--- config.mk ---
export PLATFORM = sky130hd
export DESIGN_NAME = mbrot_queue
export DESIGN_NICKNAME = d
export VERILOG_FILES = /design/src/rtl/mbrot_pkg.sv /design/src/rtl/mbrot_queue.sv
export SDC_FILE = /design/constraint.sdc
export NUM_CORES = 1
export LEC_CHECK = 0
export BUFFER_PORTS_ARGS = -buffer_cell sky130_fd_sc_hd__buf_2
export CORE_UTILIZATION = 35
export CTS_BUF_LIST = sky130_fd_sc_hd__clkbuf_4
export CTS_CLUSTER_SIZE = 24
export DETAILED_ROUTE_END_ITERATION = 16
export GPL_ROUTABILITY_DRIVEN = 1
export SYNTH_ARGS = -nofsm -noshare
export SYNTH_HDL_FRONTEND = slang
export SYNTH_SLANG_ARGS = --single-unit
--- constraint.sdc ---
create_clock -name clock -period 3.55 [get_ports clock]
set_clock_uncertainty 0.1 [all_clocks]
set_input_delay 0.1775 -clock clock [delete_from_list [all_inputs] [get_ports clock]]
set_output_delay 0.1775 -clock clock [all_outputs]
set_load 0.01 [all_outputs]
--- src/rtl/mbrot_pkg.sv ---
// Shared types, constants and helpers for the escape-time pixel block.
// No dependencies; imported by every module of the block.
`default_nettype none

package mbrot_pkg;

   // Image size; indexes beyond it are clamped to the last column or row.
   localparam int COLUMN_COUNT = 1024;
   localparam int ROW_COUNT    = 1024;

   // Field widths.
   localparam int COL_W   = 10;
   localparam int ROW_W   = 10;
   localparam int COORD_W = 32;
   localparam int COUNT_W = 16;
   localparam int PROD_W  = 2 * COORD_W;
   localparam int SUM_W   = 38;

   // Escape threshold 4.0 in unsigned Q8.56.
   localparam logic [PROD_W-1:0] ESCAPE_NORM = 64'h0400_0000_0000_0000;

   // Largest count the result can show.
   localparam logic [COUNT_W-1:0] COUNT_MAX = 16'hFFFF;

   // Register indexes on the configuration port.
   localparam int REG_IDX_W = 3;
   localparam logic [REG_IDX_W-1:0] REG_X_LEFT    = 3'd0;
   localparam logic [REG_IDX_W-1:0] REG_Y_TOP     = 3'd1;
   localparam logic [REG_IDX_W-1:0] REG_X_STEP    = 3'd2;
   localparam logic [REG_IDX_W-1:0] REG_Y_STEP    = 3'd3;
   localparam logic [REG_IDX_W-1:0] REG_MAX_ITERS = 3'd4;
   localparam int ADDR_W = REG_IDX_W + 2;

   localparam logic [COUNT_W-1:0] MAX_ITERS_RESET = 16'd4096;

   // Queue between the front and the back.
   localparam int QUEUE_DEPTH = 2;
   localparam int QUEUE_PTR_W = (QUEUE_DEPTH > 1) ? $clog2(QUEUE_DEPTH) : 1;
   localparam int QUEUE_CNT_W = $clog2(QUEUE_DEPTH + 1);

   typedef logic signed [COORD_W-1:0] coord_type;

   // Configuration values seen by the datapath.
   typedef struct packed {
      coord_type          x_left;
      coord_type          y_top;
      coord_type          x_step;
      coord_type          y_step;
      logic [COUNT_W-1:0] max_iters;
   } cfg_type;

   // One point c of the complex plane.
   typedef struct packed {
      coord_type c_re;
      coord_type c_im;
   } point_type;

   // Queue status toward both sides.
   typedef struct packed {
      logic full;
      logic empty;
   } queue_status_type;

   // Saturate a wide signed sum to the signed 32-bit range.
   function automatic coord_type sat32(input logic signed [SUM_W-1:0] v);
      logic signed [SUM_W-1:0] hi;
      logic signed [SUM_W-1:0] lo;
      hi = SUM_W'(signed'({1'b0, {(COORD_W-1){1'b1}}}));
      lo = SUM_W'(signed'({1'b1, {(COORD_W-1){1'b0}}}));
      if (v > hi) begin
         sat32 = {1'b0, {(COORD_W-1){1'b1}}};
      end else if (v < lo) begin
         sat32 = {1'b1, {(COORD_W-1){1'b0}}};
      end else begin
         sat32 = v[COORD_W-1:0];
      end
   endfunction

endpackage

`default_nettype wire

--- src/rtl/mbrot_queue.sv ---
// Short queue of points between the front and the back of the block.
// Depends on mbrot_pkg for the point type and the queue depth.
`default_nettype none

module mbrot_queue
   import mbrot_pkg::*;
(
   input  wire logic             clock,
   input  wire logic             reset,
   input  wire logic             push,
   input  wire point_type        push_data,
   input  wire logic             pop,
   output point_type             pop_data,
   output queue_status_type      status
);

   point_type                entry_ff [QUEUE_DEPTH];
   logic [QUEUE_PTR_W-1:0]   wr_ptr_ff, wr_ptr_in;
   logic [QUEUE_PTR_W-1:0]   rd_ptr_ff, rd_ptr_in;
   logic [QUEUE_CNT_W-1:0]   fill_ff, fill_in;
   logic                     do_push;
   logic                     do_pop;

   assign status.full  = (fill_ff == QUEUE_CNT_W'(QUEUE_DEPTH));
   assign status.empty = (fill_ff == '0);
   assign do_push      = push && !status.full;
   assign do_pop       = pop && !status.empty;
   assign pop_data     = entry_ff[rd_ptr_ff];

   // Pointer and fill count updates.
   always_comb begin
      wr_ptr_in = wr_ptr_ff;
      rd_ptr_in = rd_ptr_ff;
      fill_in   = fill_ff;
      if (do_push) begin
         wr_ptr_in = (wr_ptr_ff == QUEUE_PTR_W'(QUEUE_DEPTH - 1)) ? '0 : wr_ptr_ff + 1'b1;
      end
      if (do_pop) begin
         rd_ptr_in = (rd_ptr_ff == QUEUE_PTR_W'(QUEUE_DEPTH - 1)) ? '0 : rd_ptr_ff + 1'b1;
      end
      if (do_push && !do_pop) begin
         fill_in = fill_ff + 1'b1;
      end else if (do_pop && !do_push) begin
         fill_in = fill_ff - 1'b1;
      end
   end

   always_ff @(posedge clock) begin
      if (reset) begin
         wr_ptr_ff <= '0;
         rd_ptr_ff <= '0;
         fill_ff   <= '0;
      end else begin
         wr_ptr_ff <= wr_ptr_in;
         rd_ptr_ff <= rd_ptr_in;
         fill_ff   <= fill_in;
      end
   end

   // Entry storage; no reset needed for payload.
   always_ff @(posedge clock) begin
      if (do_push) begin
         entry_ff[wr_ptr_ff] <= push_data;
      end
   end

endmodule

`default_nettype wire

# Word level (Yosys, flattened, before mapping)
# Memories as Yosys holds them, arrays and structs flattened. A register that Yosys moved wholly into a read port is not among the register bits.
# Index checks and enable logic that the tools add are counted.
# totals
output_inout_bits	66
mem_count	1
wordCells	27
in_bits	68
ramBits	128
reg_bits	4
# classes
reduce_logical	10
n_addsub	4
n_eq_ne	1
muxes	8
# mem_list
name	words	word_bits	read_ports	rd_ports_with_merged_regs	write_ports	line	rtl
entry_ff	2	64	1	1	1	mbrot_queue.sv:17	point_type entry_ff [QUEUE_DEPTH];
# op_table
cell	n
1-bit two-way mux	6
1-bit logical AND	4
1-bit logical NOT	4
2-bit two-way mux	2
1-bit adder, second input constant	2
2-bit by 1-bit adder with 2-bit output, second input constant	1
2-bit equality test, second input constant	1
2-bit logical NOT	1
2-bit nonzero test	1
2-bit by 1-bit subtractor with 2-bit output, second input constant	1

# Depth between registers and ports, before layout
# Gate-level depths: netlist (run 1).
# depth
depth_word	7
ltp_mapped	6
ltp_nobuf	6

# Worst setup path before layout (run 1)
# OpenSTA, ideal clock, no wires.
# synth_path
kind	reg-to-reg
start	register fill_ff[1]
end	memory entry_ff[1][0] (netlist name), enable pin
slack_ns	0.876
synth_period_minus_slack_ns	2.674
n_path_buf	0
t_required_ns	3.021
stages_incl_launch_ff	4
t_arrival_ns	2.145
setup_time_ns	0.429
path_cell_list	dfxtp_1 -> nor2b_2 -> nor2_1 -> and2_1
# synth_rtl
item	line	rtl
from (decl)	mbrot_queue.sv:20	logic [QUEUE_CNT_W-1:0] fill_ff, fill_in;
from (signal assigned)	mbrot_queue.sv:56	fill_ff <= fill_in;
to (decl)	mbrot_queue.sv:17	

==> results of run 1 <==
[flip-flops by register name, summed over array words and instances, names as in the netlist, named ones only]
signal     count
entry_ff     128
fill_ff        2
rd_ptr_ff      1
wr_ptr_ff      1
[cells in the mapped netlist]
master / number
a21oi_1: 2
and2_1: 1
buf_2: 1
buf_4: 6
dfxtp_1: 5
edfxtp_1: 128
ha_1: 1
inv_1: 2
mux2_2: 64
nor2_1: 5
nor2b_2: 1
o21ai_0: 3
or3_1: 2
xor2_1: 3
[logic make-up (layout without fill, tap and decap cells)]
| family | after synthesis | after routing | share of synthesized area, % |
|---|---|---|---|
| DFF | 133 | 133 | 81.62 |
| muxes | 64 | 64 | 14.91 |
| and+or+nand+nor | 9 | 9 | 0.9582 |
| buffers and inverters | 9 | 237 | 1.191 |
| AOI/OAI and AO/OA | 5 | 5 | 0.5178 |
| xor gates and xnor gates | 3 | 3 | 0.5439 |
| adders and majority gates | 1 | 1 | 0.2589 |
[stage by stage]
stage	total power, mW	utilization, %	hold slack, ns	std cells	instance area (um2)
floorplan	2.740	-	0.1466	224	4832
global placement	3.118	42.75	0.2660	529	5707
detailed placement	3.137	42.75	0.2688	529	5707
CTS	4.272	50.07	0.1959	628	6683
global route	4.410	50.07	0.1987	628	6683
finish	4.194	50.07	0.2590	628	6683
[power breakdown]
group	switching (mW)	internal, mW
registers	0.102	1.97
clock network	0.502	0.560
logic	0.521	0.537
[worst max-delay path by stage]
stage	end	depth (start not counted)	from
6_report	pop_data[54]	3	flip-flop
5_1_grt	pop_data[56]	3	flip-flop
4_1_cts	pop_data[54]	3	flip-flop
3_5_place_dp	entry_ff[0][11]	4	fill_ff[0]
3_3_place_gp	entry_ff[0][12]	4	fill_ff[1]
2_1_floorplan	entry_ff[1][0]	3	fill_ff[1]
[cell type report]
class | count | area (um2) | share of cell area (%)
tap | 176 | 220.2 | 3.295
clock buffer | 19 | 142.6 | 2.134
sequential | 133 | 3945 | 59.03
inverter | 2 | 7.507 | 0.1123
clock inverter | 13 | 162.7 | 2.434
timing repair buffer | 203 | 1371 | 20.52
multi-input combinational | 82 | 833.3 | 12.47
[metal layers]
metal / routed length (um) / GRT usage [%] / vias to the layer above
met2: 4353 / 22.11 / 87
met5: 0 / 0 / -
met3: 503 / 4.800 / 18
met1: 3691 / 14.19 / 1312
met4: 211 / 7.578 / 0
li1: - / - / 1320
[placed cells by master (no fill, tap or decap)]
master	instances
dlygate4sd3_1	67
bufinv_16	4
nor2_1	5
ha_1	1
buf_4	2
clkbuf_4	19
clkinv_1	4
buf_2	133
inv_2	1
clkinvlp_4	1
nor2b_2	1
edfxtp_1	128
clkinv_2	4
o21ai_0	3
dfxtp_2	1
xor2_1	3
a21oi_1	2
inv_1	1
buf_12	1
and2_4	1
mux2_2	64
or3_1	2
dfxtp_1	4
==> impl_metrics.toml, run 1 <==
[critical_path]
path_cells = "buf_12, mux2_2, buf_2"
cp_max_fo = 33
critical_path_class = "reg -> out"
cp.required_ns = 3.27
cpPeakStageDelay_ns = 0.87
timing.rr.end = "entry_ff[0][0]"
start_kind = "flip-flop"
reg2reg_from = "fill_ff[0]"
crit_slowest_cell = "dfxtp_2"
reg2reg_slack_ns = 1.23
critPathTopFamily = "flip-flops"
critPathBufInv = 2
reg2reg_depth = 4
worst_ep_arrival_time_ns = 2.23
crit_path_end_kind = "output port"

[global_routing]
gr-usage-all-layers_pct = 13.13
grt_first_pass_wirelength_um = 13740
grt_overflow = 0
grt_pass1_vias = 2866
grt_antenna_before_repair = 0
grt_start_max_net_pins = 65

[floorplanning]
io_pins = 134
fp.dieW_um = 119.5
dieArea_um2 = 14280
core_um2 = 13350
initial_core_util_pct = 36.20
num_rows = 42
die_h_um = 119.5

[timing]
worstMarginPinSlew_ns = 0.8739
hold_viol_final = 0
setup_viol = 0
fin_tns_setup_ns = 0
finalMaxSlewViolations = 0
slew_headroom_pct = 41.74
max_freq_ghz = 0.3990
fin_crit_sh_pct = 70.59
fin_crit_ns = 2.506
rsz0062_at_grt = "false"
layout_setup_ws_ns = 1.044

[power_and_ir_drop]
ir_drop_uv = 604.2
power.leakage_nw = 2.518
power.density_nw_per_um2 = 627.6

[final_layout]
final_nets = 508
n_fill_cell = 1161
antenna_cells = 0
drive_gt1_share_pct = 51.33
area_delta_synth_final_pct = 38.30

[synth]
synth-seq-cells = 133
netlist_instances = 224
synth_fp_nets = 293
ys_seq_area_share_pct = 81.62
synth_top_area_cell = "edfxtp_1"
avgSynthCellArea_um2 = 21.57
yosysUniqueCellTypes = 14
yosys_warnings = 0
synthTopCellsByArea = "edfxtp_1, mux2_2, dfxtp_1, buf_4, xor2_1"
netlist.area_leader.share_pct = 79.54
syn-cell-area_um2 = 4832

[cts]
cts_tree = "built"
clock_sinks = 133
postCtsHoldBufs = 67
postCtsSetupRepairBufs = 0
insertion_delay_ns = 0.53
cts_root_buffer = "clkbuf_4"
cts_resized = 0
clockBufferDepth = 2
cts_buffers = 17
cts_max_level = 4
clk_pin_slew_worst_paths_ns = 0.11

[hold_path]
min-delay-start = "push_data[37]"
hold_end = "entry_ff[0][37]"
min_path_cells = 2
hold_class = "in -> reg"

[routing]
drt_iter0_drc = 133
finalWirelength_um = 8759
dr.pass1.iters = 4
ant_nets = 0
drt-vias-per-instance = 4.358
vias = 2737
wire_per_inst_um = 13.95
drcViolationCount = 0

[place]
post-place-ws_ns = 1.190
dp_hpwl_um = 5284
gp_congestion = 0.6521
io_buffers = 133

[flow_run]
cap_violations = 0

[run_status]
status = "complete, no violations"
Power figures use the tool's default switching activity.
==> run 2, diff against run 1 <==
--- a/config.mk
+++ b/config.mk
@@ -5,6 +5,7 @@
 export SDC_FILE = /design/constraint.sdc
 export NUM_CORES = 1
 export LEC_CHECK = 0
+export ABC_AREA = 1
 export BUFFER_PORTS_ARGS = -buffer_cell sky130_fd_sc_hd__buf_2
 export CORE_UTILIZATION = 35
 export CTS_BUF_LIST = sky130_fd_sc_hd__clkbuf_4
==> constraint.sdc (replaced) <==
create_clock -name clock -period 2.02 [get_ports clock]
set_clock_uncertainty 0.1 [all_clocks]
set_input_delay 0.101 -clock clock [delete_from_list [all_inputs] [get_ports clock]]
set_output_delay 0.101 -clock clock [all_outputs]
set_load 0.01 [all_outputs]
==> impl_metrics.toml, run 2 <==
[final_layout]
drive_gt1_share_pct = 50.96
final_util_pct = 48.72
most-common-layout-cells = "buf_2, edfxtp_1, dlygate4sd3_1, mux2_4, clkbuf_4"
top_register = "entry_ff"
stdcell_count = 651
final_nets = 523
largest_reg_flops = 128
fin_area_um2 = 7054
largestRegisters = "entry_ff x128, fill_ff x2"
n_fill_cell = 1246
antenna_cells = 0
area_delta_synth_final_pct = 36.51
layout_commonest_cell = "buf_2"

[critical_path]
start_kind = "flip-flop"
critPathBufInv = 2
critical_path_class = "reg -> out"
path_cells = "buf_12, mux2_4, buf_2"
critPathTopFamily = "buffers and inverters"
worst_ep_arrival_time_ns = 1.68
crit_path_end_kind = "output port"
crit_slowest_cell = "dfxtp_4"
cp.required_ns = 1.82
cp_max_fo = 39
cpPeakStageDelay_ns = 0.39

[cts]
clockBufferDepth = 2
insertion_delay_ns = 0.52
cts_max_level = 4
cts_tree = "built"
cts_buffers = 17
cts_root_buffer = "clkbuf_4"
clk_pin_slew_worst_paths_ns = 0.12
cts_resized = 0
clock_sinks = 133

[floorplanning]
io_pins = 134
num_rows = 44
initial_core_util_pct = 35.69
core_um2 = 14480
dieArea_um2 = 15250
fp.dieW_um = 123.5
die_h_um = 123.5

[run_status]
status = "complete, no violations"

[power_and_ir_drop]
power.density_nw_per_um2 = 1086
switching_share_pct = 27.06
combPwrFrac_pct = 27.6
intPower_mw = 5.588
seqPwrFrac_pct = 46.9
power.leakage_nw = 2.778
clkPwrFrac_pct = 25.6
ir_drop_uv = 662.0
total_power_mw = 7.661
power_switching_mw = 2.073

[synth]
synth_edf_count = 128
ys_seq_area_share_pct = 76.32
synth_ff_type = "edfxtp_1"
synthTopCellsByArea = "edfxtp_1, mux2_4, buf_12, dfxtp_1, mux2_2"
yosysMostFrequentCell = "edfxtp_1"
yosys_warnings = 0
netlist.area_leader.share_pct = 74.38
async_reset_ff_share_pct = 0
avgSynthCellArea_um2 = 21.90
netlist_instances = 236
synth_top_area_cell = "edfxtp_1"
synth_fp_nets = 305
synth_common_cells = "edfxtp_1, mux2_4, inv_1, nor2_1, buf_12"
syn-cell-area_um2 = 5167
yosysUniqueCellTypes = 17
synth-seq-cells = 133

[timing]
max_freq_ghz = 0.5303
finalMaxSlewViolations = 0
setup_viol = 0
hold_viol_final = 0
fin_tns_setup_ns = 0
fin_crit_sh_pct = 93.35
fin_crit_ns = 1.886
rsz0062_at_grt = "false"
worstMarginPinSlew_ns = 0.3776
slew_headroom_pct = 74.83

[global_routing]
grt_start_max_net_pins = 40
grt_pass1_vias = 2801
grt_overflow = 0
grt_antenna_before_repair = 0
grt_first_pass_wirelength_um = 13200
gr-usage-all-layers_pct = 12.14

[routing]
route.met2.wl_um = 4710
drt-vias-per-instance = 4.343
wirelength_met1_um = 3668
drcViolationCount = 0
dr.pass1.iters = 4
drt_iter0_drc = 90
vias = 2827
dr.max_layer_used = "met4"
ant_nets = 0
dr_wl_met3_um = 463
wire_per_inst_um = 13.71
finalWirelength_um = 8922

[place]
gp_congestion = 0.6545
io_buffers = 133
dp_hpwl_um = 5552
placed_cells = 552
post_dp_cell_area_um2 = 6058

[flow_run]
cap_violations = 0

[hold_path]
hold_class = "in -> reg"
## run 2: changes by cell type after synthesis, sizes merged
cell | previous run | this run
nor2b | 1 | 0
nand2 | 0 | 4
a21oi | 2 | 1
nand3 | 0 | 1
nand4 | 0 | 1
nor2 | 5 | 9
or3 | 2 | 0
o21ai | 3 | 5
inv | 2 | 9
xor2 | 3 | 0
## run 2: final timing paths
path / startpoint / to / slack, ns / depth (start not counted)
hold / removal: push_data[15] / entry_ff[1][15] / 0.20 / 2
hold reg to reg: wr_ptr_ff / wr_ptr_ff / 0.47 / 2
setup / recovery: flip-flop / pop_data[22] / 0.13 / 3
setup reg to reg: fill_ff[1] / fill_ff[1] / 0.29 / 9
## run 2: layout make-up
type / count / area [um2] / share of cell area, %
Multi-Input combinational cell: 87 / 1074 / 15.22
Clock buffer: 19 / 142.6 / 2.022
Clock inverter: 13 / 182.7 / 2.590
Inverter: 9 / 33.78 / 0.4789
Sequential cell: 133 / 3948 / 55.96
Timing Repair Buffer: 206 / 1444 / 20.47
Tap cell: 184 / 230.2 / 3.264
## run 2: logic make-up (layout without fill, tap and decap cells)
kind of cell / count (synthesis) / in the layout / synth area share (%)
buffers and inverters: 16 / 247 / 3.196
and+or+nand+nor: 16 / 16 / 1.283
muxes: 64 / 64 / 18.30
DFF: 133 / 133 / 76.32
AOI/OAI and AO/OA: 6 / 6 / 0.6535
adders and majority gates: 1 / 1 / 0.2421
## run 2: per-stage QoR
| step | hold WS [ns] | worst slack, ns |
|---|---|---|
| 2_1_floorplan | 0.09987 | -0.6745 |
| 3_3_place_gp | 0.1896 | 0.4419 |
| 3_5_place_dp | 0.1922 | 0.3207 |
| 4_1_cts | 0.1136 | 0.02713 |
| 5_1_grt | 0.1175 | 0.001238 |
| 6_report | 0.1962 | 0.1342 |
## run 2: timing repair
action                    4_1_cts  5_1_grt
setup buffers                   0        0
hold buffers                   67        0
hold endpoints to repair      133        0
## run 2: worst reg2reg max path, stage by stage, from the launching register on
cell     delay [ns]
dfxtp_1        0.39
inv_1          0.10
o21ai_2        0.28
inv_1          0.11
ha_1           0.34
inv_1          0.09
nand3_1        0.08
nand2_1        0.06
inv_1          0.04
nor2_1         0.09
## run 2: metal layers
layer,GRT usage [%],vias to the layer above
met5,0,-
met4,5.798,0
met3,5.166,6
met2,21.02,89
met1,12.64,1378
li1,-,1354
## run 2: power groups by stage
stage	clock network, mW	logic, mW	registers [mW]
floorplan	0	1.45	3.64
global placement	0	2.02	3.64
detailed placement	0	2.05	3.66
CTS	2.04	2.15	3.60
global route	2.14	2.30	3.63
finish	1.96	2.11	3.59
