**config.mk**
```make
export PLATFORM = sky130hd
export DESIGN_NAME = mbrot_front
export DESIGN_NICKNAME = d
export VERILOG_FILES = /design/src/rtl/mbrot_pkg.sv /design/src/rtl/mbrot_front.sv
export SDC_FILE = /design/constraint.sdc
export NUM_CORES = 1
export LEC_CHECK = 0
export CAP_MARGIN = 20
export CORE_UTILIZATION = 55
export CTS_BUF_LIST = sky130_fd_sc_hd__clkbuf_16
export CTS_CLUSTER_DIAMETER = 30
export CTS_CLUSTER_SIZE = 10
export DETAILED_ROUTE_END_ITERATION = 10
export DONT_BUFFER_PORTS = 1
export GPL_TIMING_DRIVEN = 0
export PLACE_DENSITY = 0.72
export SYNTH_ARGS = -nofsm -noshare
export SYNTH_HDL_FRONTEND = slang
export SYNTH_SLANG_ARGS = --single-unit
```
**constraint.sdc**
```tcl
create_clock -name clock -period 18.33 [get_ports clock]
set_input_delay 2.7495 -clock clock [delete_from_list [all_inputs] [get_ports clock]]
set_output_delay 2.7495 -clock clock [all_outputs]
set_load 0.05 [all_outputs]
```
**src/rtl/mbrot_pkg.sv**
```systemverilog
// Shared types, constants and helpers for the escape-time pixel block.
// No dependencies; imported by every module of the block.
`default_nettype none

package mbrot_pkg;

   // Image size; indexes beyond it are clamped to the last column or row.
   localparam int COLUMN_COUNT = 1024;
   localparam int ROW_COUNT    = 1024;

   // Field widths.
   localparam int COL_W   = 10;
   localparam int ROW_W   = 10;
   localparam int COORD_W = 32;
   localparam int COUNT_W = 16;
   localparam int PROD_W  = 2 * COORD_W;
   localparam int SUM_W   = 38;

   // Escape threshold 4.0 in unsigned Q8.56.
   localparam logic [PROD_W-1:0] ESCAPE_NORM = 64'h0400_0000_0000_0000;

   // Largest count the result can show.
   localparam logic [COUNT_W-1:0] COUNT_MAX = 16'hFFFF;

   // Register indexes on the configuration port.
   localparam int REG_IDX_W = 3;
   localparam logic [REG_IDX_W-1:0] REG_X_LEFT    = 3'd0;
   localparam logic [REG_IDX_W-1:0] REG_Y_TOP     = 3'd1;
   localparam logic [REG_IDX_W-1:0] REG_X_STEP    = 3'd2;
   localparam logic [REG_IDX_W-1:0] REG_Y_STEP    = 3'd3;
   localparam logic [REG_IDX_W-1:0] REG_MAX_ITERS = 3'd4;
   localparam int ADDR_W = REG_IDX_W + 2;

   localparam logic [COUNT_W-1:0] MAX_ITERS_RESET = 16'd4096;

   // Queue between the front and the back.
   localparam int QUEUE_DEPTH = 2;
   localparam int QUEUE_PTR_W = (QUEUE_DEPTH > 1) ? $clog2(QUEUE_DEPTH) : 1;
   localparam int QUEUE_CNT_W = $clog2(QUEUE_DEPTH + 1);

   typedef logic signed [COORD_W-1:0] coord_type;

   // Configuration values seen by the datapath.
   typedef struct packed {
      coord_type          x_left;
      coord_type          y_top;
      coord_type          x_step;
      coord_type          y_step;
      logic [COUNT_W-1:0] max_iters;
   } cfg_type;

   // One point c of the complex plane.
   typedef struct packed {
      coord_type c_re;
      coord_type c_im;
   } point_type;

   // Queue status toward both sides.
   typedef struct packed {
      logic full;
      logic empty;
   } queue_status_type;

   // Saturate a wide signed sum to the signed 32-bit range.
   function automatic coord_type sat32(input logic signed [SUM_W-1:0] v);
      logic signed [SUM_W-1:0] hi;
      logic signed [SUM_W-1:0] lo;
      hi = SUM_W'(signed'({1'b0, {(COORD_W-1){1'b1}}}));
      lo = SUM_W'(signed'({1'b1, {(COORD_W-1){1'b0}}}));
      if (v > hi) begin
         sat32 = {1'b0, {(COORD_W-1){1'b1}}};
      end else if (v < lo) begin
         sat32 = {1'b1, {(COORD_W-1){1'b0}}};
      end else begin
         sat32 = v[COORD_W-1:0];
      end
   endfunction

endpackage

`default_nettype wire

```
**src/rtl/mbrot_front.sv**
```systemverilog
// Front of the block: accepts pixel beats, clamps indexes and forms the point c.
// Depends on mbrot_pkg; feeds mbrot_queue.
`default_nettype none

module mbrot_front
   import mbrot_pkg::*;
(
   input  wire logic             clock,
   input  wire logic             reset,
   input  wire cfg_type          cfg,
   input  wire logic             req_valid,
   output logic                  req_stall,
   input  wire logic [COL_W-1:0] req_column,
   input  wire logic [ROW_W-1:0] req_row,
   output logic                  push,
   output point_type             push_data,
   input  wire queue_status_type q_status
);

   logic [COL_W-1:0]                col_clamp;
   logic [ROW_W-1:0]                row_clamp;
   logic signed [COORD_W+COL_W:0]   prod_re;
   logic signed [COORD_W+ROW_W:0]   prod_im;
   logic [COORD_W-1:0]              prod_re_ff, prod_re_in;
   logic [COORD_W-1:0]              prod_im_ff, prod_im_in;
   logic                            valid_ff, valid_in;
   logic                            accept;
   logic                            advance;

   // Clamp indexes that fall beyond the image.
   assign col_clamp = (32'(req_column) >= COLUMN_COUNT) ? COL_W'(COLUMN_COUNT - 1) : req_column;
   assign row_clamp = (32'(req_row) >= ROW_COUNT) ? ROW_W'(ROW_COUNT - 1) : req_row;

   // Offset products; only the low 32 bits matter since the sum wraps.
   assign prod_re = cfg.x_step * $signed({1'b0, col_clamp});
   assign prod_im = cfg.y_step * $signed({1'b0, row_clamp});

   // The product stage drains into the queue whenever the queue has room.
   assign advance   = valid_ff && !q_status.full;
   assign req_stall = valid_ff && q_status.full;
   assign accept    = req_valid && !req_stall;

   always_comb begin
      valid_in   = valid_ff;
      prod_re_in = prod_re_ff;
      prod_im_in = prod_im_ff;
      if (accept) begin
         valid_in   = 1'b1;
         prod_re_in = prod_re[COORD_W-1:0];
         prod_im_in = prod_im[COORD_W-1:0];
      end else if (advance) begin
         valid_in = 1'b0;
      end
   end

   always_ff @(posedge clock) begin
      if (reset) begin
         valid_ff <= 1'b0;
      end else begin
         valid_ff <= valid_in;
      end
   end

   always_ff @(posedge clock) begin
      prod_re_ff <= prod_re_in;
      prod_im_ff <= prod_im_in;
   end

   // Add the origin, wrapping to 32 bits.
   assign push           = advance;
   assign push_data.c_re = cfg.x_left + coord_type'(prod_re_ff);
   assign push_data.c_im = cfg.y_top + coord_type'(prod_im_ff);

endmodule

`default_nettype wire

```
---- Word-level counts from Yosys, hierarchy flattened ----
Index checks and enable logic that the tools add are counted.
storage, ports and cells
  register bits after elaboration ......... 65
  input port bits ......................... 169
  logic and storage cells ................. 15
cells by class
  add/subtract/negate cells ............... 2
  $mul .................................... 2
  mux-type cells .......................... 2
  reduce and logical (&&, ||, !) cells .... 6
operator list
  operator                                        count
  32-bit adder                                    2
  32-bit by 11-bit multiplier with 32-bit output  2
  1-bit logical AND                               3
  1-bit logical NOT                               2
  1-bit two-way mux                               2
  2-bit nonzero test                              1

---- Depth between registers and ports, before layout ----
Gate-level depths: netlist of the first run.
  word-level depth ........................ 4
  mapped depth ............................ 24

---- Worst setup path after synthesis of the first run ----
No wires, ideal clock.
  path kind ............................... input port to output port
  start ................................... in cfg[122] (netlist name)
  end ..................................... out push_data[59] (netlist name)
  data arrival time ....................... 6.147 ns
  required time ........................... 15.580 ns
  slack ................................... 9.434 ns
  stages on the path ...................... 9
  buffers on the path ..................... 0
  cells stage by stage .................... ha_1 > o21ai_0 > a211oi_1 > a211oi_1 > a311oi_1 > a2111oi_2 > nor2_1 > o31ai_2 > o311ai_0
RTL lines
  element          RTL line           source
  start, declared  mbrot_front.sv:10  input wire cfg_type cfg,
  end, declared    mbrot_front.sv:16  output point_type push_data,

---- Worst setup path in the final report of the first run ----
  start ................................... in req_row[4]
  end ..................................... reg prod_im_ff[31] (data pin)
on the way
  longest elaborated chain between the ends .. 1
ends and longest elaborated chain
  element                                         RTL line           source
  start, declared                                 mbrot_front.sv:14  input wire logic [ROW_W-1:0] req_row,
  32-bit by 11-bit multiplier with 32-bit output  mbrot_front.sv:36  assign prod_im = cfg.y_step * $signed({1'b0, row_clamp});
  via prod_im[31]                                 mbrot_front.sv:23  logic signed [COORD_W+ROW_W:0] prod_im;
  end signal, assigned                            mbrot_front.sv:66  prod_im_ff <= prod_im_in;
  end, declared                                   mbrot_front.sv:25  logic [COORD_W-1:0] prod_im_ff, prod_im_in;
The timed path passes the listed nets, and every way through them passes these cells.
A chain may end at the register's enable or synchronous reset.

==> results of run 1 <==
## placed cells by master (no fill, tap or decap), types with 5 or more instances in the layout
cell and instances:
inv_1 459, xnor2_1 103, nor2_1 71, a21o_1 45, a2111oi_0 6, or3_1 6, clkbuf_16 9, nand2b_1 13
ha_1 202, a211oi_1 19, and2_1 247, xor2_1 32, fa_1 398, nor2b_1 8, nand2_1 348, and3_1 9
a31oi_1 5, a21oi_1 81, nor3_1 19, a211o_1 5, o21bai_1 13, nand4_1 10, nand3_1 16, o21ai_0 46
edfxtp_1 64, o21a_1 21, o211ai_1 11, clkbuf_1 102
## per-layer routing
layer / part of all wire (%) / GRT usage, % / wire [um]
met5: 0.048 / 0 / 26
met3: 8.3 / 6.35 / 4470
met4: 2.0 / 7.38 / 1090
met1: 44 / 39.1 / 23700
met2: 46 / 46.3 / 24700
## cells in the mapped netlist (all sizes together), types with 47 or more instances
| master | count | area [sq um] |
|---|---|---|
| edfxtp | 64 | 1920 |
| nor2 | 71 | 267 |
| clkbuf | 102 | 383 |
| a21oi | 84 | 432 |
| fa | 398 | 7970 |
| xnor2 | 103 | 902 |
| ha | 202 | 2530 |
| a21o | 47 | 355 |
| and2 | 247 | 1550 |
| nand2 | 348 | 1310 |
| inv | 459 | 1720 |
| o21ai | 52 | 268 |
## sequential cells by signal, summed over array words and instances (netlist names)
name,flops
prod_im_ff,32
prod_re_ff,32
valid_ff,1
## final timing paths
check / from / end / slack, ps
max: req_row[4] / prod_im_ff[31] / 8650
min: valid_ff / valid_ff / 900
max reg2reg: valid_ff / prod_re_ff[27] / 16220
min reg2reg: valid_ff / valid_ff / 900
## stage by stage
stage / util (%) / hold WS (ps) / instance area [sq um]
finish: 58.3 / 904 / 22500
detailed placement: 57.5 / 903 / 22200
global route: 58.3 / 1010 / 22500
global placement: 57.4 / 855 / 22200
floorplan: - / 827 / 21500
CTS: 58.3 / 911 / 22500
## kinds of logic after synthesis
group | synth area share, %
mux | 0.0465
xor+xnor | 5.49
compound gates | 9.77
fa+ha+maj | 48.8
flops | 9.02
simple gates | 17.1
buf+inv | 9.79
## area by class of cell
cell class	count	area, sq um	area share, %
inverters	459	1720	7.65
multi-input cells	1805	17500	77.6
clock inverters	7	60.1	0.267
well taps	518	648	2.88
repair buffers	5	50.0	0.222
flip-flops and latches	65	1940	8.62
diodes	1	2.50	0.0111
plain buffers	102	383	1.70
clock buffers	9	225	1.00
## worst min-delay path: stages (launching register included)
cell and delay [ps]:
dfxtp_1 300, and2_1 340, nor2_1 170, nor2_1 50
==> impl_metrics.tcl, run 1 <==
set metrics [dict create \
    cts_resized 0 \
    drc_errors 0 \
    netlist_area_sq_mm 0.0215 \
    clk_path_buf_depth 2 \
    cp_num_buf_inv 6 \
    synthCells 2431 \
    drive_above_1_share_pct 1.88 \
    final_nets 3216 \
    max_cap_viol_count 0 \
    die_y_um 200 \
    htreeDepth 3 \
    coreArea_sq_mm 0.0386 \
    syn_avg_cell_area_sq_um 8.85 \
    post-place-ws_ps 8500 \
    synthArstFlopShare_pct 0 \
    viasPerCell 5.55 \
    antenna_found_initial 3 \
    initial_utilization_pct 55.7 \
    hold_path.class "reg -> reg" \
    fin_skew_ps 5.70 \
    synthDistinctLibCells 64 \
    grt_pass1_vias 17200 \
    critPathMaxStageDelay_ps 560 \
    relSlewSlack_pct 22.0 \
    via_count 16500 \
    period_minus_slack_ps 9680 \
    grt_pass1_wl_um 87700 \
    grt_max_degree 34 \
    cts_tree "built" \
    r2r_cells 3 \
    drt_first_pass_iters 5 \
    max_freq_mhz 103 \
    wl_um 54000 \
    cts.clk_slew.worst_paths_ps 60 \
    die-area_sq_mm 0.0399 \
    hpwl_um 45400 \
    synth_nets 3200 \
    path_common_cell "fa_1" \
    wire_per_inst_um 18.2 \
    drt_iter0_drc 977 \
    status "complete, no violations" \
    ys.warnings.count 0 \
    ys_seq_area_share_pct 9.02 \
    fin_ws_ps 8650 \
    hold_violations 0 \
    fillCellCount 3493 \
    worst-path-max-fanout 10 \
    synth_edf_count 64 \
    cts-buffers-inserted 9 \
    root_buffer "clkbuf_16" \
    crit_arrival_ps 9760 \
    dominantRegCellSynth "edfxtp_1" \
    cts_setup_buffers 0 \
    numPortBuffers 0 \
    slew_viol_final 0 \
    place.gp.congestion 0.914 \
    rsz0062_at_grt "false" \
    critPathCaptureType "flip-flop" \
    tightestPinTransition_ps 1160 \
    dp.cells 2954 \
    drt.antenna.violating_nets 0 \
    period_share_pct 52.8 \
    die_w_um 200 \
    area_delta_synth_final_pct 4.65 \
    path_cells "clkbuf_1 -> clkbuf_1 -> nand2_1 -> fa_1 -> fa_1 -> inv_1 -> fa_1 -> fa_1 -> inv_1 -> fa_1 -> inv_1 -> ha_1 -> clkbuf_1 -> nand4_1 -> a211oi_1 -> and4bb_2 -> o311a_1 -> o221ai_1 -> nor3_1 -> o21bai_1 -> a21oi_1 -> xnor2_1" \
    hold_depth 3 \
    finalSetupViolations 0 \
    cts.sinks 65 \
    tns_ps 0 \
    startpoint_type "input pin" \
    slowest_stage "o221ai_1" \
    crit_cells 22 \
    grt_overflow_total 0 \
    worstPathRequired_ps 18410 \
    cts_hold_buf 0 \
    critPathKind "in -> reg" \
    rows 72 \
    grt_usage_pct 28.6 \
    clock_latency_ps 360 \
    instances_no_fill 2971 \
    io_pins 235 \
    crit_family "adder cells" \
    ys_seq_elements 65 \
]
Power of run 1 is not shown: default switching activity piles up to over one toggle a cycle in this logic, so the estimate is an artifact.
==> run 2, diff against run 1 <==
--- a/config.mk
+++ b/config.mk
@@ -5,6 +5,7 @@
 export SDC_FILE = /design/constraint.sdc
 export NUM_CORES = 1
 export LEC_CHECK = 0
+export ABC_AREA = 1
 export CAP_MARGIN = 20
 export CORE_UTILIZATION = 55
 export CTS_BUF_LIST = sky130_fd_sc_hd__clkbuf_16
@@ -13,7 +14,7 @@
 export DETAILED_ROUTE_END_ITERATION = 10
 export DONT_BUFFER_PORTS = 1
 export GPL_TIMING_DRIVEN = 0
-export PLACE_DENSITY = 0.72
+export PLACE_DENSITY = 0.75
 export SYNTH_ARGS = -nofsm -noshare
 export SYNTH_HDL_FRONTEND = slang
 export SYNTH_SLANG_ARGS = --single-unit
==> constraint.sdc (replaced) <==
create_clock -name clock -period 8.42 [get_ports clock]
set_input_delay 1.263 -clock clock [delete_from_list [all_inputs] [get_ports clock]]
set_output_delay 1.263 -clock clock [all_outputs]
set_load 0.05 [all_outputs]
==> run 2 against run 1 <==
Routed wire length rose by 17%. Final area rose by 11%. Non-clock buffer count rose by 2. Synthesized area up 11%. Cell count is 32% higher. Sequential share of layout area fell by 0.82 points. Count of clock-buffer cells in the layout unchanged. Largest cell class unchanged. Global-route usage is 1.1 points higher. Critical path depth down 2. Worst hold slack got worse by 430 ps. Sequential cell count unchanged.
==> impl_metrics.tcl, run 2 <==
set metrics [dict create \
    status "complete, no violations" \
    root_buffer "clkbuf_16" \
    cts.sinks 65 \
    drt.antenna.violating_nets 0 \
    synthArstFlopShare_pct 0 \
    coreArea_sq_mm 0.0423 \
    hpwl_um 54400 \
    grt_pass1_vias 20700 \
    layout_common_cells "nand2_1 (964), inv_1 (864), fa_1 (398), ha_1 (202), nor2_1 (142)" \
    place.gp.congestion 0.976 \
    synth_top_area_cell "fa_1" \
    grt_usage_pct 29.7 \
    drt_iter0_drc 1641 \
    numPortBuffers 0 \
    ys_seq_area_share_pct 8.14 \
    clock_latency_ps 340 \
    hold_violations 0 \
    netlist_top_cells_count "nand2_1 (964), inv_1 (864), fa_1 (398)" \
    htreeDepth 3 \
    path_common_cell "fa_1" \
    post-place-ws_ps 1430 \
    critPathMaxStageDelay_ps 640 \
    multiInputGateArea_sq_mm 0.0182 \
    finalSetupViolations 0 \
    dominantRegCellSynth "edfxtp_1" \
    grt_overflow_total 0 \
    cts.clk_slew.worst_paths_ps 60 \
    worstPathRequired_ps 8480 \
    grt_pass1_wl_um 104000 \
    cts-buffers-inserted 9 \
    path_cells "clkbuf_1 -> buf_1 -> nand2_1 -> fa_1 -> fa_1 -> inv_1 -> fa_1 -> fa_1 -> inv_1 -> fa_1 -> inv_1 -> ha_1 -> nand2_1 -> inv_1 -> a21oi_1 -> nand3_2 -> nand2_1 -> nand3_1 -> nand3_1 -> nand2_1" \
    final_common_cell "nand2_1" \
    period_minus_slack_ps 6770 \
    io_pins 235 \
    clk_path_buf_depth 2 \
    via_count 20400 \
    drc_errors 0 \
    post-synth-top-count-cell "nand2_1" \
    tightestPinTransition_ps 1140 \
    synth_edf_count 64 \
    startpoint_type "input pin" \
    drive_above_1_share_pct 2.13 \
    fin_ws_ps 1650 \
    worst-path-max-fanout 10 \
    cts_hold_buf 0 \
    fillCellCount 4040 \
    critPathCaptureType "flip-flop" \
    syn_avg_cell_area_sq_um 7.19 \
    grt_max_degree 34 \
    relSlewSlack_pct 23.5 \
    cts_resized 0 \
    cts_tree "built" \
    wl_um 63000 \
    ys.warnings.count 0 \
    die_y_um 210 \
    die-area_sq_mm 0.0442 \
    synthDistinctLibCells 40 \
    critPathKind "in -> reg" \
    ys_top_cells_by_area "fa_1 (33%), nand2_1 (15%), inv_1 (14%), ha_1 (11%), edfxtp_1 (8.1%)" \
    cts_setup_buffers 0 \
    fin_skew_ps 8.41 \
    final_nets 4095 \
    slowest_stage "clkbuf_1" \
    rsz0062_at_grt "false" \
    antenna_found_initial 3 \
    drt_first_pass_iters 5 \
    whs_ps 471 \
    final-seq-area_sq_mm 0.00194 \
    cp_num_buf_inv 6 \
    die_w_um 210 \
    max_cap_viol_count 0 \
    tns_ps 0 \
    synthCells 3314 \
    viasPerCell 5.23 \
    netlist_area_sq_mm 0.0238 \
    wire_per_inst_um 16.1 \
    crit_family "adder cells" \
    slew_viol_final 0 \
    ys_seq_elements 65 \
    area_delta_synth_final_pct 4.40 \
    initial_utilization_pct 56.3 \
    netlist.area_leader.share_pct 33.4 \
    hold_path.class "reg -> reg" \
    largest_registers "prod_im_ff x32, prod_re_ff x32, valid_ff x1" \
    rows 75 \
    crit_arrival_ps 6830 \
    synth_nets 4083 \
    max_freq_mhz 148 \
    period_share_pct 80.4 \
]
## run 2: changes by cell type in the layout (fill, tap and decap cells not counted), moves of 42 or more
cell / delta
xor2_1: +42
xnor2_1: -78
nand2_1: +616
and2_1: -247
nor2_1: +71
inv_1: +405
nand3_1: +85
a21oi_1: +49
## run 2: logic make-up after synthesis
logic type / share of synthesized area (%)
compound gates: 6.67
buf+inv: 15.5
xor+xnor: 3.70
flops: 8.14
simple gates: 21.9
fa+ha+maj: 44.0
## run 2: path summary, 6_finish.rpt
check	start	slack (ps)	cells after the start	endpoint
setup / recovery	req_column[2]	1650	20	prod_re_ff[31]
hold / removal	valid_ff	470	2	valid_ff
setup reg to reg	valid_ff	6440	4	prod_im_ff[17]
hold reg to reg	valid_ff	470	2	valid_ff
## run 2: metal layers
metal / wire length [um] / track usage [%] / vias to the layer above
met3: 5740 / 5.44 / 81
met2: 27200 / 46.6 / 750
met1: 28900 / 42.7 / 9777
met4: 1150 / 6.87 / 4
li1: - / - / 9819
met5: 26 / 0 / -
## run 2: layout make-up
type	count	area share, %
inverter	874	13.2
multi-input combinational	2267	73.1
sequential	65	7.80
tap	577	2.90
clock buffer	9	0.905
buffer	108	1.70
timing repair buffer	1	0.0804
clock inverter	7	0.287
antenna	1	0.0101
## run 2: per-stage QoR
| step | instance area [sq um] | cells | util, % |
|---|---|---|---|
| 3_3_place_gp | 24600 | 3891 | 58.0 |
| 2_1_floorplan | 23800 | 3314 | - |
| 3_5_place_dp | 24600 | 3892 | 58.1 |
| 4_1_cts | 24900 | 3908 | 58.8 |
| 5_1_grt | 24900 | 3909 | 58.8 |
| 6_report | 24900 | 3909 | 58.8 |
## run 2: worst register-to-register path, stage by stage (launching register included)
cell and delay [ps]:
dfxtp_1 310, nand2_1 70, inv_1 230, nor2_4 750, buf_12 300
Power of run 2 is left out for the same reason.
